===== config.mk =====
export PLATFORM = sky130hd
export DESIGN_NAME = blit_clip_tile_splitter_core
export DESIGN_NICKNAME = d
export VERILOG_FILES = /design/src/rtl/bcts_pkg.sv /design/src/rtl/bcts_ctrl.sv /design/src/rtl/bcts_dpath.sv /design/src/rtl/blit_clip_tile_splitter_core.sv
export SDC_FILE = /design/constraint.sdc
export NUM_CORES = 1
export LEC_CHECK = 0
export BUFFER_PORTS_ARGS = -buffer_cell sky130_fd_sc_hd__buf_2
export CAP_MARGIN = 40
export CORE_ASPECT_RATIO = 1.75
export CORE_MARGIN = 10
export CORE_UTILIZATION = 59
export DETAILED_ROUTE_END_ITERATION = 12
export HOLD_SLACK_MARGIN = 0.1
export PLACE_DENSITY = 0.82
export RECOVER_POWER = 50
export SLEW_MARGIN = 20
export SYNTH_ARGS = -nofsm -noshare
export SYNTH_HDL_FRONTEND = slang
export SYNTH_SLANG_ARGS = --single-unit

===== constraint.sdc =====
create_clock -name clk_i -period 5.6 [get_ports clk_i]
set_input_delay 1.4 -clock clk_i [delete_from_list [all_inputs] [get_ports clk_i]]
set_output_delay 1.4 -clock clk_i [all_outputs]
set_load 0.02 [all_outputs]

===== src/rtl/bcts_pkg.sv =====
package bcts_pkg;

  // Hard cap on tiles per request; the final one emitted carries the last flag.
  localparam int unsigned MaxResults = 40;
  // Tile counter width, holds 0 .. MaxResults.
  localparam int unsigned CntW = 6;
  // Working width of the clip and tile arithmetic (signed sizes reach -2048).
  localparam int unsigned CalcW = 12;

  typedef enum logic [1:0] {
    StIdle,
    StSetup,
    StEmit
  } state_e;

  // Commands from the controller to the datapath.
  typedef struct packed {
    logic load;     // capture a new request and clip its left and top edges
    logic advance;  // the current tile was taken, step to the next one
  } dp_cmd_t;

  // Status from the datapath to the controller.
  typedef struct packed {
    logic empty;    // clipped request leaves nothing on screen
    logic last;     // current tile is the final one of the request
  } dp_status_t;

endpackage


===== src/rtl/bcts_ctrl.sv =====
module bcts_ctrl import bcts_pkg::*; (
  input  logic       clk_i,
  input  logic       rst_ni,
  input  logic       in_valid_i,
  output logic       in_stall_o,
  output logic       out_valid_o,
  input  logic       out_stall_i,
  input  dp_status_t status_i,
  output dp_cmd_t    cmd_o
);

  state_e state_q, state_d;

  always_ff @(posedge clk_i or negedge rst_ni) begin
    if (!rst_ni) begin
      state_q <= StIdle;
    end else begin
      state_q <= state_d;
    end
  end

  always_comb begin
    state_d     = state_q;
    in_stall_o  = 1'b1;
    out_valid_o = 1'b0;
    cmd_o       = '0;
    unique case (state_q)
      StIdle: begin
        in_stall_o = 1'b0;
        if (in_valid_i) begin
          cmd_o.load = 1'b1;
          state_d    = StSetup;
        end
      end
      StSetup: begin
        // A request that leaves nothing on screen produces no tiles.
        state_d = status_i.empty ? StIdle : StEmit;
      end
      StEmit: begin
        out_valid_o = 1'b1;
        if (!out_stall_i) begin
          cmd_o.advance = 1'b1;
          if (status_i.last) begin
            state_d = StIdle;
          end
        end
      end
      default: begin
        state_d = StIdle;
      end
    endcase
  end

endmodule


===== src/rtl/bcts_dpath.sv =====
module bcts_dpath import bcts_pkg::*; #(
  parameter int unsigned SCREEN_WIDTH  = 320,
  parameter int unsigned SCREEN_HEIGHT = 240,
  parameter int unsigned TILE_WIDTH    = 64,
  parameter int unsigned TILE_HEIGHT   = 32
) (
  input  logic               clk_i,
  input  dp_cmd_t            cmd_i,
  output dp_status_t         status_o,
  input  logic        [9:0]  source_x_i,
  input  logic        [9:0]  source_y_i,
  input  logic signed [10:0] region_width_i,
  input  logic signed [10:0] region_height_i,
  input  logic signed [10:0] target_x_i,
  input  logic signed [10:0] target_y_i,
  output logic        [10:0] tile_source_x_o,
  output logic        [10:0] tile_source_y_o,
  output logic        [9:0]  tile_screen_x_o,
  output logic        [9:0]  tile_screen_y_o,
  output logic        [6:0]  tile_width_o,
  output logic        [5:0]  tile_height_o,
  output logic               last_tile_o
);

  localparam logic [CalcW-1:0] ScrW  = CalcW'(SCREEN_WIDTH);
  localparam logic [CalcW-1:0] ScrH  = CalcW'(SCREEN_HEIGHT);
  localparam logic [CalcW-1:0] TileW = CalcW'(TILE_WIDTH);
  localparam logic [CalcW-1:0] TileH = CalcW'(TILE_HEIGHT);

  // Left and top clipping of the incoming request.
  logic signed [CalcW-1:0] w_ext, h_ext, tx_ext, ty_ext;
  logic signed [CalcW-1:0] w_clip, h_clip;
  logic        [CalcW-1:0] sx_clip, sy_clip;
  logic        [9:0]       tx_clip, ty_clip;

  assign w_ext  = CalcW'(region_width_i);
  assign h_ext  = CalcW'(region_height_i);
  assign tx_ext = CalcW'(target_x_i);
  assign ty_ext = CalcW'(target_y_i);

  assign w_clip  = tx_ext[CalcW-1] ? w_ext + tx_ext : w_ext;
  assign h_clip  = ty_ext[CalcW-1] ? h_ext + ty_ext : h_ext;
  assign sx_clip = tx_ext[CalcW-1] ? CalcW'(source_x_i) - tx_ext : CalcW'(source_x_i);
  assign sy_clip = ty_ext[CalcW-1] ? CalcW'(source_y_i) - ty_ext : CalcW'(source_y_i);
  assign tx_clip = tx_ext[CalcW-1] ? '0 : tx_ext[9:0];
  assign ty_clip = ty_ext[CalcW-1] ? '0 : ty_ext[9:0];

  logic        [10:0]      sx_q, sy_q;
  logic signed [CalcW-1:0] w_q, h_q;
  logic        [9:0]       tx_q, ty_q;
  logic        [9:0]       cx_q, cy_q;
  logic        [CntW-1:0]  n_q;

  // Current tile. Sizes are positive once the request reaches the tiling state.
  logic [CalcW-1:0] w_u, h_u;
  logic [CalcW-1:0] scr_x, scr_y, rem_w, rem_h;
  logic [CalcW-1:0] tw_raw, th_raw, tw, th;
  logic [CalcW-1:0] nxt_cx, nxt_cy;
  logic             col_more, row_more;

  assign w_u = w_q;
  assign h_u = h_q;

  assign scr_x  = CalcW'(tx_q) + CalcW'(cx_q);
  assign scr_y  = CalcW'(ty_q) + CalcW'(cy_q);
  assign rem_w  = w_u - CalcW'(cx_q);
  assign rem_h  = h_u - CalcW'(cy_q);
  assign tw_raw = (rem_w > TileW) ? TileW : rem_w;
  assign th_raw = (rem_h > TileH) ? TileH : rem_h;
  assign tw     = (scr_x + tw_raw >= ScrW) ? ScrW - scr_x : tw_raw;
  assign th     = (scr_y + th_raw >= ScrH) ? ScrH - scr_y : th_raw;

  assign nxt_cx   = CalcW'(cx_q) + TileW;
  assign nxt_cy   = CalcW'(cy_q) + TileH;
  assign col_more = (nxt_cx < w_u) && (scr_x + TileW < ScrW);
  assign row_more = (nxt_cy < h_u) && (scr_y + TileH < ScrH);

  assign status_o.empty = w_q[CalcW-1] || (w_q == '0) || h_q[CalcW-1] || (h_q == '0) ||
                          (CalcW'(tx_q) >= ScrW) || (CalcW'(ty_q) >= ScrH);
  // Every column that starts on screen yields at least one tile, so the tile
  // is final when neither another row nor another column follows, or at the MaxResults cap.
  assign status_o.last  = (n_q == CntW'(MaxResults - 1)) || (!row_more && !col_more);

  always_ff @(posedge clk_i) begin
    if (cmd_i.load) begin
      sx_q <= sx_clip[10:0];
      sy_q <= sy_clip[10:0];
      w_q  <= w_clip;
      h_q  <= h_clip;
      tx_q <= tx_clip;
      ty_q <= ty_clip;
      cx_q <= '0;
      cy_q <= '0;
      n_q  <= '0;
    end else if (cmd_i.advance) begin
      n_q <= n_q + CntW'(1);
      if (row_more) begin
        cy_q <= nxt_cy[9:0];
      end else begin
        cy_q <= '0;
        cx_q <= nxt_cx[9:0];
      end
    end
  end

  assign tile_source_x_o = sx_q + 11'(cx_q);
  assign tile_source_y_o = sy_q + 11'(cy_q);
  assign tile_screen_x_o = scr_x[9:0];
  assign tile_screen_y_o = scr_y[9:0];
  assign tile_width_o    = tw[6:0];
  assign tile_height_o   = th[5:0];
  assign last_tile_o     = status_o.last;

endmodule


===== src/rtl/blit_clip_tile_splitter_core.sv =====
// Channel  Handshake                Payload
// -------  -----------------------  ---------------------------------------------------------
// in       in_valid_i/in_stall_o    source_x/y, region_width/height, target_x/y
// out      out_valid_o/out_stall_i  tile_source_x/y, tile_screen_x/y, tile_width/height, last_tile
//
// A request passes through the accept cycle, a setup cycle that decides whether
// anything survives the clip, then one tile per cycle while out_stall_i is low,
// from the column and row counters. An empty request emits no tiles after setup.
// rst_ni clears only the controller state; the datapath reloads on every request.
// A stalled tile holds its payload; the next request is accepted only after the
// last tile of the current one has been taken.
module blit_clip_tile_splitter_core import bcts_pkg::*; #(
  parameter int unsigned SCREEN_WIDTH  = 320,
  parameter int unsigned SCREEN_HEIGHT = 240,
  parameter int unsigned TILE_WIDTH    = 64,
  parameter int unsigned TILE_HEIGHT   = 32
) (
  input  logic               clk_i,
  input  logic               rst_ni,
  input  logic               in_valid_i,
  output logic               in_stall_o,
  input  logic        [9:0]  source_x_i,
  input  logic        [9:0]  source_y_i,
  input  logic signed [10:0] region_width_i,
  input  logic signed [10:0] region_height_i,
  input  logic signed [10:0] target_x_i,
  input  logic signed [10:0] target_y_i,
  output logic               out_valid_o,
  input  logic               out_stall_i,
  output logic        [10:0] tile_source_x_o,
  output logic        [10:0] tile_source_y_o,
  output logic        [9:0]  tile_screen_x_o,
  output logic        [9:0]  tile_screen_y_o,
  output logic        [6:0]  tile_width_o,
  output logic        [5:0]  tile_height_o,
  output logic               last_tile_o
);

  dp_cmd_t    dp_cmd;
  dp_status_t dp_status;

  // The controller sequences accept, setup and tile emission.
  bcts_ctrl u_ctrl (
    .clk_i       (clk_i),
    .rst_ni      (rst_ni),
    .in_valid_i  (in_valid_i),
    .in_stall_o  (in_stall_o),
    .out_valid_o (out_valid_o),
    .out_stall_i (out_stall_i),
    .status_i    (dp_status),
    .cmd_o       (dp_cmd)
  );

  // The datapath clips the request and walks the tile grid column by column.
  bcts_dpath #(
    .SCREEN_WIDTH  (SCREEN_WIDTH),
    .SCREEN_HEIGHT (SCREEN_HEIGHT),
    .TILE_WIDTH    (TILE_WIDTH),
    .TILE_HEIGHT   (TILE_HEIGHT)
  ) u_dpath (
    .clk_i           (clk_i),
    .cmd_i           (dp_cmd),
    .status_o        (dp_status),
    .source_x_i      (source_x_i),
    .source_y_i      (source_y_i),
    .region_width_i  (region_width_i),
    .region_height_i (region_height_i),
    .target_x_i      (target_x_i),
    .target_y_i      (target_y_i),
    .tile_source_x_o (tile_source_x_o),
    .tile_source_y_o (tile_source_y_o),
    .tile_screen_x_o (tile_screen_x_o),
    .tile_screen_y_o (tile_screen_y_o),
    .tile_width_o    (tile_width_o),
    .tile_height_o   (tile_height_o),
    .last_tile_o     (last_tile_o)
  );

`ifndef SYNTHESIS
  // A new request is never taken while a tile is on offer.
  a_no_overlap: assert property (@(posedge clk_i) disable iff (!rst_ni)
    !(in_valid_i && !in_stall_o && out_valid_o))
    else $error("request accepted while a tile is pending");

  // The setup cycle follows every accepted request.
  a_setup_gap: assert property (@(posedge clk_i) disable iff (!rst_ni)
    (in_valid_i && !in_stall_o) |=> !out_valid_o)
    else $error("tile offered in the setup cycle");

  // Taking the last tile ends the request.
  a_last_ends: assert property (@(posedge clk_i) disable iff (!rst_ni)
    (out_valid_o && !out_stall_i && last_tile_o) |=> !out_valid_o)
    else $error("tile offered after the last tile");

  // Every emitted tile is non-empty, within tile size and starts on screen.
  a_tile_shape: assert property (@(posedge clk_i) disable iff (!rst_ni)
    out_valid_o |-> (tile_width_o != '0) && (tile_width_o <= 7'(TILE_WIDTH)) &&
                    (tile_height_o != '0) && (tile_height_o <= 6'(TILE_HEIGHT)) &&
                    (tile_screen_x_o < 10'(SCREEN_WIDTH)) &&
                    (tile_screen_y_o < 10'(SCREEN_HEIGHT)))
    else $error("tile outside its size or screen bounds");
`endif

endmodule

======== Yosys cells after proc, flatten, opt, wreduce, memory -nomap -nowiden ========
Cells that the tools add are included.
storage, ports and cells
  register bits after elaboration ......... 94
  input bits .............................. 68
  output and inout port bits .............. 58
cells by class
  reductions and logical operators ........ 16
  bitwise gates (word level) .............. 1
  $add $sub $neg .......................... 19
  magnitude comparators ................... 10
  mux-type cells .......................... 20
  equality and inequality tests ........... 6
operators with widths
  cell                     count
  $mux W12                 4
  $mux W10                 3
  $add A11 B11 Y12         2
  $add A11 B12 Y12         2
  $logic_not A12 Y1        2
  $lt A12 B12 Y1           2
  $sub A12 B10 Y12         2
  $add A10 B10 Y11         2
  $add A11 B10 Y11         2
  $sub A11 B11 Y11         2
  $add A11 B6 Y12 const B  1
  $add A11 B7 Y12 const B  1
  $ge A12 B8 Y1 const B    1
  $ge A12 B9 Y1 const B    1
  $gt A12 B6 Y1 const B    1
  $gt A12 B7 Y1 const B    1
  $lt A12 B8 Y1 const B    1
  $lt A12 B9 Y1 const B    1
  $add A10 B6 Y11 const B  1
  $add A10 B7 Y11 const B  1
  $ge A10 B8 Y1 const B    1
  $ge A10 B9 Y1 const B    1
  $mux W2                  4
  $mux W7                  1
  other kinds (17)         32

======== Longest topological paths before layout ========
  word-level depth ........................ 10
  depth in mapped cells ................... 16
  depth with buffers taken out ............ 16

======== By module ========
A second synthesis with hierarchy kept.
second synthesis, totals
  cells, all modules ...................... 847
  area, all modules ....................... 7938.9 um^2
modules (own cells, without submodules)
  module      area an instance (um^2)  times used  cells an instance  sequential area each (um^2)
  bcts_dpath  7838.8                   1           835                2282.2
  bcts_ctrl   100.1                    1           12                 50.0

======== Worst setup path before layout ========
No wires, ideal clock.
  path kind ............................... register to output
  start ................................... register u_dpath.cy_q[9]
  end ..................................... output tile_height_o[0]
  data required time ...................... 4.200 ns
  arrival ................................. 3.877 ns
  slack ................................... 0.323 ns
  cell stages (with the launch flop) ...... 16
  buffers on the path ..................... 1
  cell sequence ........................... dfxtp_1 > inv_1 > ha_1 > clkbuf_1 > nor3b_1 > o21ai_0 > a221o_1 > a2111oi_4 > and2_1 > ha_1 > a211oi_1 > o21ai_0 > o32ai_1 > and4bb_2 > a211oi_4 > mux2_2
on the way
  cells in the longest elaborated chain, start to end .. 6
ends and longest elaborated chain
  item                    line                                text
  start, declared         bcts_dpath.sv:51                    logic [9:0] cx_q, cy_q;
  start signal, assigned  bcts_dpath.sv:98                    cy_q <= nxt_cy[9:0];
  $sub A12 B10 Y12        bcts_dpath.sv:67                    assign rem_h = h_u - CalcW'(cy_q);
  $gt A12 B6 Y1           bcts_dpath.sv:69                    assign th_raw = (rem_h > TileH) ? TileH : rem_h;
  $mux W12                bcts_dpath.sv:69
  $add A11 B12 Y12        bcts_dpath.sv:71                    assign th = (scr_y + th_raw >= ScrH) ? ScrH - scr_y : th_raw;
  $ge A12 B8 Y1           bcts_dpath.sv:71
  $mux W6 *               bcts_dpath.sv:71
  end, declared           blit_clip_tile_splitter_core.sv:35  output logic [5:0] tile_height_o,
Mark *: on every way between the ends. The rest lies on a longest branch, timed or not.

======== Final worst setup path ========
  start ................................... register u_dpath.h_q[9]
  end ..................................... output tile_height_o[5]
on the way
  cells in the longest elaborated chain, start to end .. 6
ends and longest elaborated chain
  item                    line              text
  start, declared         bcts_dpath.sv:49  logic signed [CalcW-1:0] w_q, h_q;
  start signal, assigned  bcts_dpath.sv:89  h_q <= h_clip;
  $sub A12 B10 Y12 *      bcts_dpath.sv:67
  $gt A12 B6 Y1           bcts_dpath.sv:69
  $mux W12 *              bcts_dpath.sv:69
  $add A11 B12 Y12        bcts_dpath.sv:71
  $ge A12 B8 Y1           bcts_dpath.sv:71
  $mux W6 *               bcts_dpath.sv:71
Marks and branches as above.

==> impl_metrics.toml <==
[routing]
drt_iter0_markers = 302
ant_nets = 0
via_per_inst = 6.13
drcViolationCount = 0
wl_mm = 23.6
drt-wirelength-per-cell_um = 18.8
detail_route.first_pass.iterations = 5
vias = 7690

[grt]
grt_pass1_vias = 7905
grt_start_max_net_pins = 53
gr-usage-met3 = 0.0489
top_usage_layer = "met2"
grt_pass1_wl_mm = 37.2
globalRouteOverflowTotal = 0
grt.total_usage = 0.240
grt_antenna_before_repair = 4
global_route.usage.met1 = 0.223
global_route.usage.met2 = 0.455

[place]
port_buffers = 125
finalWeightedCongestion = 0.974
placed_area_sq_mm = 0.00913
detailed_place_hpwl_mm = 18.1

[clock_network]
cts_num_sinks = 83
cts_root_buf = "sky130_fd_sc_hd__clkbuf_16"
cts_buffers = 9
tritoncts = "built"
maximum_buffer_depth_of_the_clock_tree = 2
cts-htree-levels = 3
clk_pin_slew_worst_paths_ns = 0.06
clk-insertion-delay-late_ns = 0.34

[finish]
seqCellArea_sq_mm = 0.00233
area_growth_from_synthesis_to_layout_pct = 20.9
layout.filler_cells = 1032
area_taken_by_multi_input_logic_gates_sq_mm = 0.00581
fraction_of_final_layout_cells_sized_beyond_drive_strength_1 = 0.220
count_of_nets_after_finishing = 1257
stdcell_area_sq_mm = 0.00997
final_core_util = 0.721

[power_and_ir_drop]
power.density_mw_per_mm2 = 224
report.power.total_mw = 2.23
p_leak_nw = 4.33
ir_drop_mv = 0.203

[worst_setup_path]
timing.critical_path.slowest_cell_delay_ns = 0.49
timing.critical_path.from_type = "flip-flop"
timing.reg2reg.worst_path_depth = 4
total_buffers_and_inverters_traversed_by_the_critical_path = 3
timing.setup.critical_path_class = "reg -> out"
worst_path_dominant_cell_family = "compound AO/OA/AOI/OAI gates"
arrival_time_at_the_worst_endpoint_ns = 4.40
crit_required_ns = 4.20
total_stage_count_of_the_critical_path = 16
critical_path_peak_fanout = 6
critical_path.slowest_cell = "sky130_fd_sc_hd__a2111oi_4"
worstPathCellList = "ha_1 -> nor3b_1 -> o21ai_1 -> a221o_1 -> a2111oi_4 -> o21a_2 -> buf_4 -> ha_4 -> a21oi_2 -> o21ai_2 -> a21oi_1 -> o21ai_1 -> a211oi_4 -> buf_6 -> mux2_4 -> buf_6"
critPathCaptureType = "output port"

[synthesis]
yosys_warnings = 0
synth.yosys.seq_area_share = 0.283
syn_avg_cell_area_sq_um = 8.95
synthesis.instances = 922
synth-main-ff-cell = "sky130_fd_sc_hd__edfxtp_1"
synth_cell_type_count = 73
syn-cell-area_sq_mm = 0.00825
synth_edf_count = 66
ff_latch_count_synth = 83
postSynth.asyncResetShare = 0.0241

[timing]
rsz0062_at_grt = "yes"
period_needed_ns = 5.80
slew_headroom = -0.831
final.setup.worst_slack_ns = -0.204
tightest_slew_ns = 2.75
setup-violations-final = 13
finalClockSkew_ns = 0.00621
final-max-slew-violation-count = 53
timing.setup.tns_ns = -2.29
hold_violations = 0
final.period_utilization = 1.04
max_freq_mhz = 172

[die]
die_h_um = 176
dieArea_sq_mm = 0.0193
rows = 57
num_io_pins = 126
fp.dieW_um = 109
start_util = 0.596
core_sq_mm = 0.0138

[status]
status = "finished, violations left"
violations_in_the_final_reports = "capacitance limit, slew limit, setup timing"

[flow_run]
cap_violations = 1

[worst_hold_path]
hp-class = "reg -> reg"
min_delay_path_depth = 2
## synthesized netlist by cell type (9+ instances only)
library cell | n | area, sq um
sky130_fd_sc_hd__and3_1 | 9 | 56.3
sky130_fd_sc_hd__nand2_1 | 49 | 184
sky130_fd_sc_hd__fa_1 | 9 | 180
sky130_fd_sc_hd__a211oi_1 | 16 | 120
sky130_fd_sc_hd__o21a_1 | 17 | 128
sky130_fd_sc_hd__a31oi_1 | 10 | 62.6
sky130_fd_sc_hd__nor2b_1 | 16 | 100
sky130_fd_sc_hd__xnor2_1 | 26 | 228
sky130_fd_sc_hd__inv_1 | 83 | 312
sky130_fd_sc_hd__edfxtp_1 | 66 | 1980
sky130_fd_sc_hd__nor2_1 | 84 | 315
sky130_fd_sc_hd__nand4_1 | 19 | 119
sky130_fd_sc_hd__ha_1 | 111 | 1390
sky130_fd_sc_hd__o31ai_1 | 15 | 113
sky130_fd_sc_hd__dfxtp_1 | 15 | 300
sky130_fd_sc_hd__nor3_1 | 22 | 110
sky130_fd_sc_hd__and2_1 | 10 | 62.6
sky130_fd_sc_hd__nor4_1 | 9 | 56.3
sky130_fd_sc_hd__a21oi_1 | 45 | 225
sky130_fd_sc_hd__buf_4 | 16 | 120
sky130_fd_sc_hd__o211ai_1 | 14 | 105
sky130_fd_sc_hd__o21ai_0 | 44 | 220
sky130_fd_sc_hd__clkbuf_1 | 19 | 71.3
sky130_fd_sc_hd__a21o_1 | 13 | 97.6
sky130_fd_sc_hd__mux2_2 | 25 | 282
sky130_fd_sc_hd__nand3_1 | 26 | 130
sky130_fd_sc_hd__xor2_1 | 16 | 140
## stage by stage
step / cells / worst slack [ns] / hold WS, ns
finish: 1254 / -0.204 / 0.474
global route: 1254 / -0.338 / 0.502
CTS: 1243 / -0.134 / 0.479
detailed placement: 1215 / -0.0620 / 0.471
global placement: 1212 / 0.0470 / 0.471
floorplan: 931 / 0.323 / 0.454
## worst paths after layout
check | start | to | slack [ns]
max | u_dpath.h_q[9] | tile_height_o[5] | -0.20
min | u_dpath.n_q[1] | u_dpath.n_q[1] | 0.47
max reg2reg | u_ctrl.state_q[1] | u_dpath.h_q[11] | 1.66
min reg2reg | u_dpath.n_q[1] | u_dpath.n_q[1] | 0.47
max in group asynchronous | rst_ni | u_ctrl.state_q[1] | 4.65
min in group asynchronous | rst_ni | u_ctrl.state_q[0] | 0.83
## layout make-up
class / count / area share
antenna: 3 / 0.000753
multi-input combinational: 724 / 0.583
tap: 177 / 0.0222
inverter: 83 / 0.0313
sequential: 83 / 0.234
timing repair buffer: 168 / 0.0981
clock buffer: 11 / 0.0243
clock inverter: 5 / 0.00602
## worst register-to-register path: cells and delay by family (launching register included)
family	cells	cell delay (ns)
and+or+nand+nor	2	0.35
buffers and inverters	2	2.73
DFF	1	0.39
## metal layers
metal,vias to the layer above,part of all wire
li1,3705,-
met1,3619,0.34
met2,265,0.54
met3,101,0.054
met4,0,0.062
met5,-,0
## power by group
part	internal (mW)	total, mW	switching [mW]
combinational	0.359	0.846	0.486
clock	0.359	0.596	0.237
sequential	0.744	0.793	0.0488
## sequential cells by signal (all words and copies together) (netlist names)
name,flops
u_dpath.sx_q,11
u_dpath.w_q,12
u_dpath.n_q,6
u_ctrl.state_q,2
u_dpath.tx_q,10
u_dpath.h_q,12
u_dpath.cy_q,5
u_dpath.cx_q,4
u_dpath.sy_q,11
u_dpath.ty_q,10
## logic make-up (layout without fill, tap and decap cells)
| logic type | Yosys count | count (layout) | share of synthesized area |
|---|---|---|---|
| DFF | 83 | 83 | 0.283 |
| buffers and inverters | 124 | 267 | 0.0639 |
| xor gates and xnor gates | 42 | 42 | 0.0446 |
| and+or+nand+nor | 289 | 289 | 0.181 |
| adders and majority gates | 120 | 120 | 0.190 |
| muxes | 31 | 31 | 0.0414 |
| other | 2 | 14 | 0.000910 |
| AOI/OAI and AO/OA | 231 | 231 | 0.196 |
## cells in the final DEF, fill, tap and decap left out, types with 11 or more instances in the layout
cell type                  count
sky130_fd_sc_hd__ha_1         98
sky130_fd_sc_hd__nor2_1       84
sky130_fd_sc_hd__buf_2        83
sky130_fd_sc_hd__inv_1        80
sky130_fd_sc_hd__edfxtp_1     66
sky130_fd_sc_hd__nand2_1      49
sky130_fd_sc_hd__a21oi_1      39
sky130_fd_sc_hd__o21ai_0      37
sky130_fd_sc_hd__buf_4        37
sky130_fd_sc_hd__clkbuf_1     35
sky130_fd_sc_hd__nand3_1      26
sky130_fd_sc_hd__xnor2_1      25
sky130_fd_sc_hd__nor3_1       21
sky130_fd_sc_hd__nand4_1      19
sky130_fd_sc_hd__xor2_1       16
sky130_fd_sc_hd__o21a_1       16
sky130_fd_sc_hd__nor2b_1      15
sky130_fd_sc_hd__mux2_4       15
sky130_fd_sc_hd__o211ai_1     14
sky130_fd_sc_hd__o31ai_1      14
sky130_fd_sc_hd__buf_6        14
sky130_fd_sc_hd__dfxtp_1      14
sky130_fd_sc_hd__a21o_1       13
sky130_fd_sc_hd__a211oi_1     12
sky130_fd_sc_hd__ha_4         12
sky130_fd_sc_hd__conb_1       11
## what timing repair did
item,CTS,global route
cloned,0,0
setup buffers,12,8
gates resized for setup,86,25
endpoints found under the setup margin,13,13
pin swaps,22,29
hold buffers,0,0
Note: power is estimated with default switching activity, not from simulation.
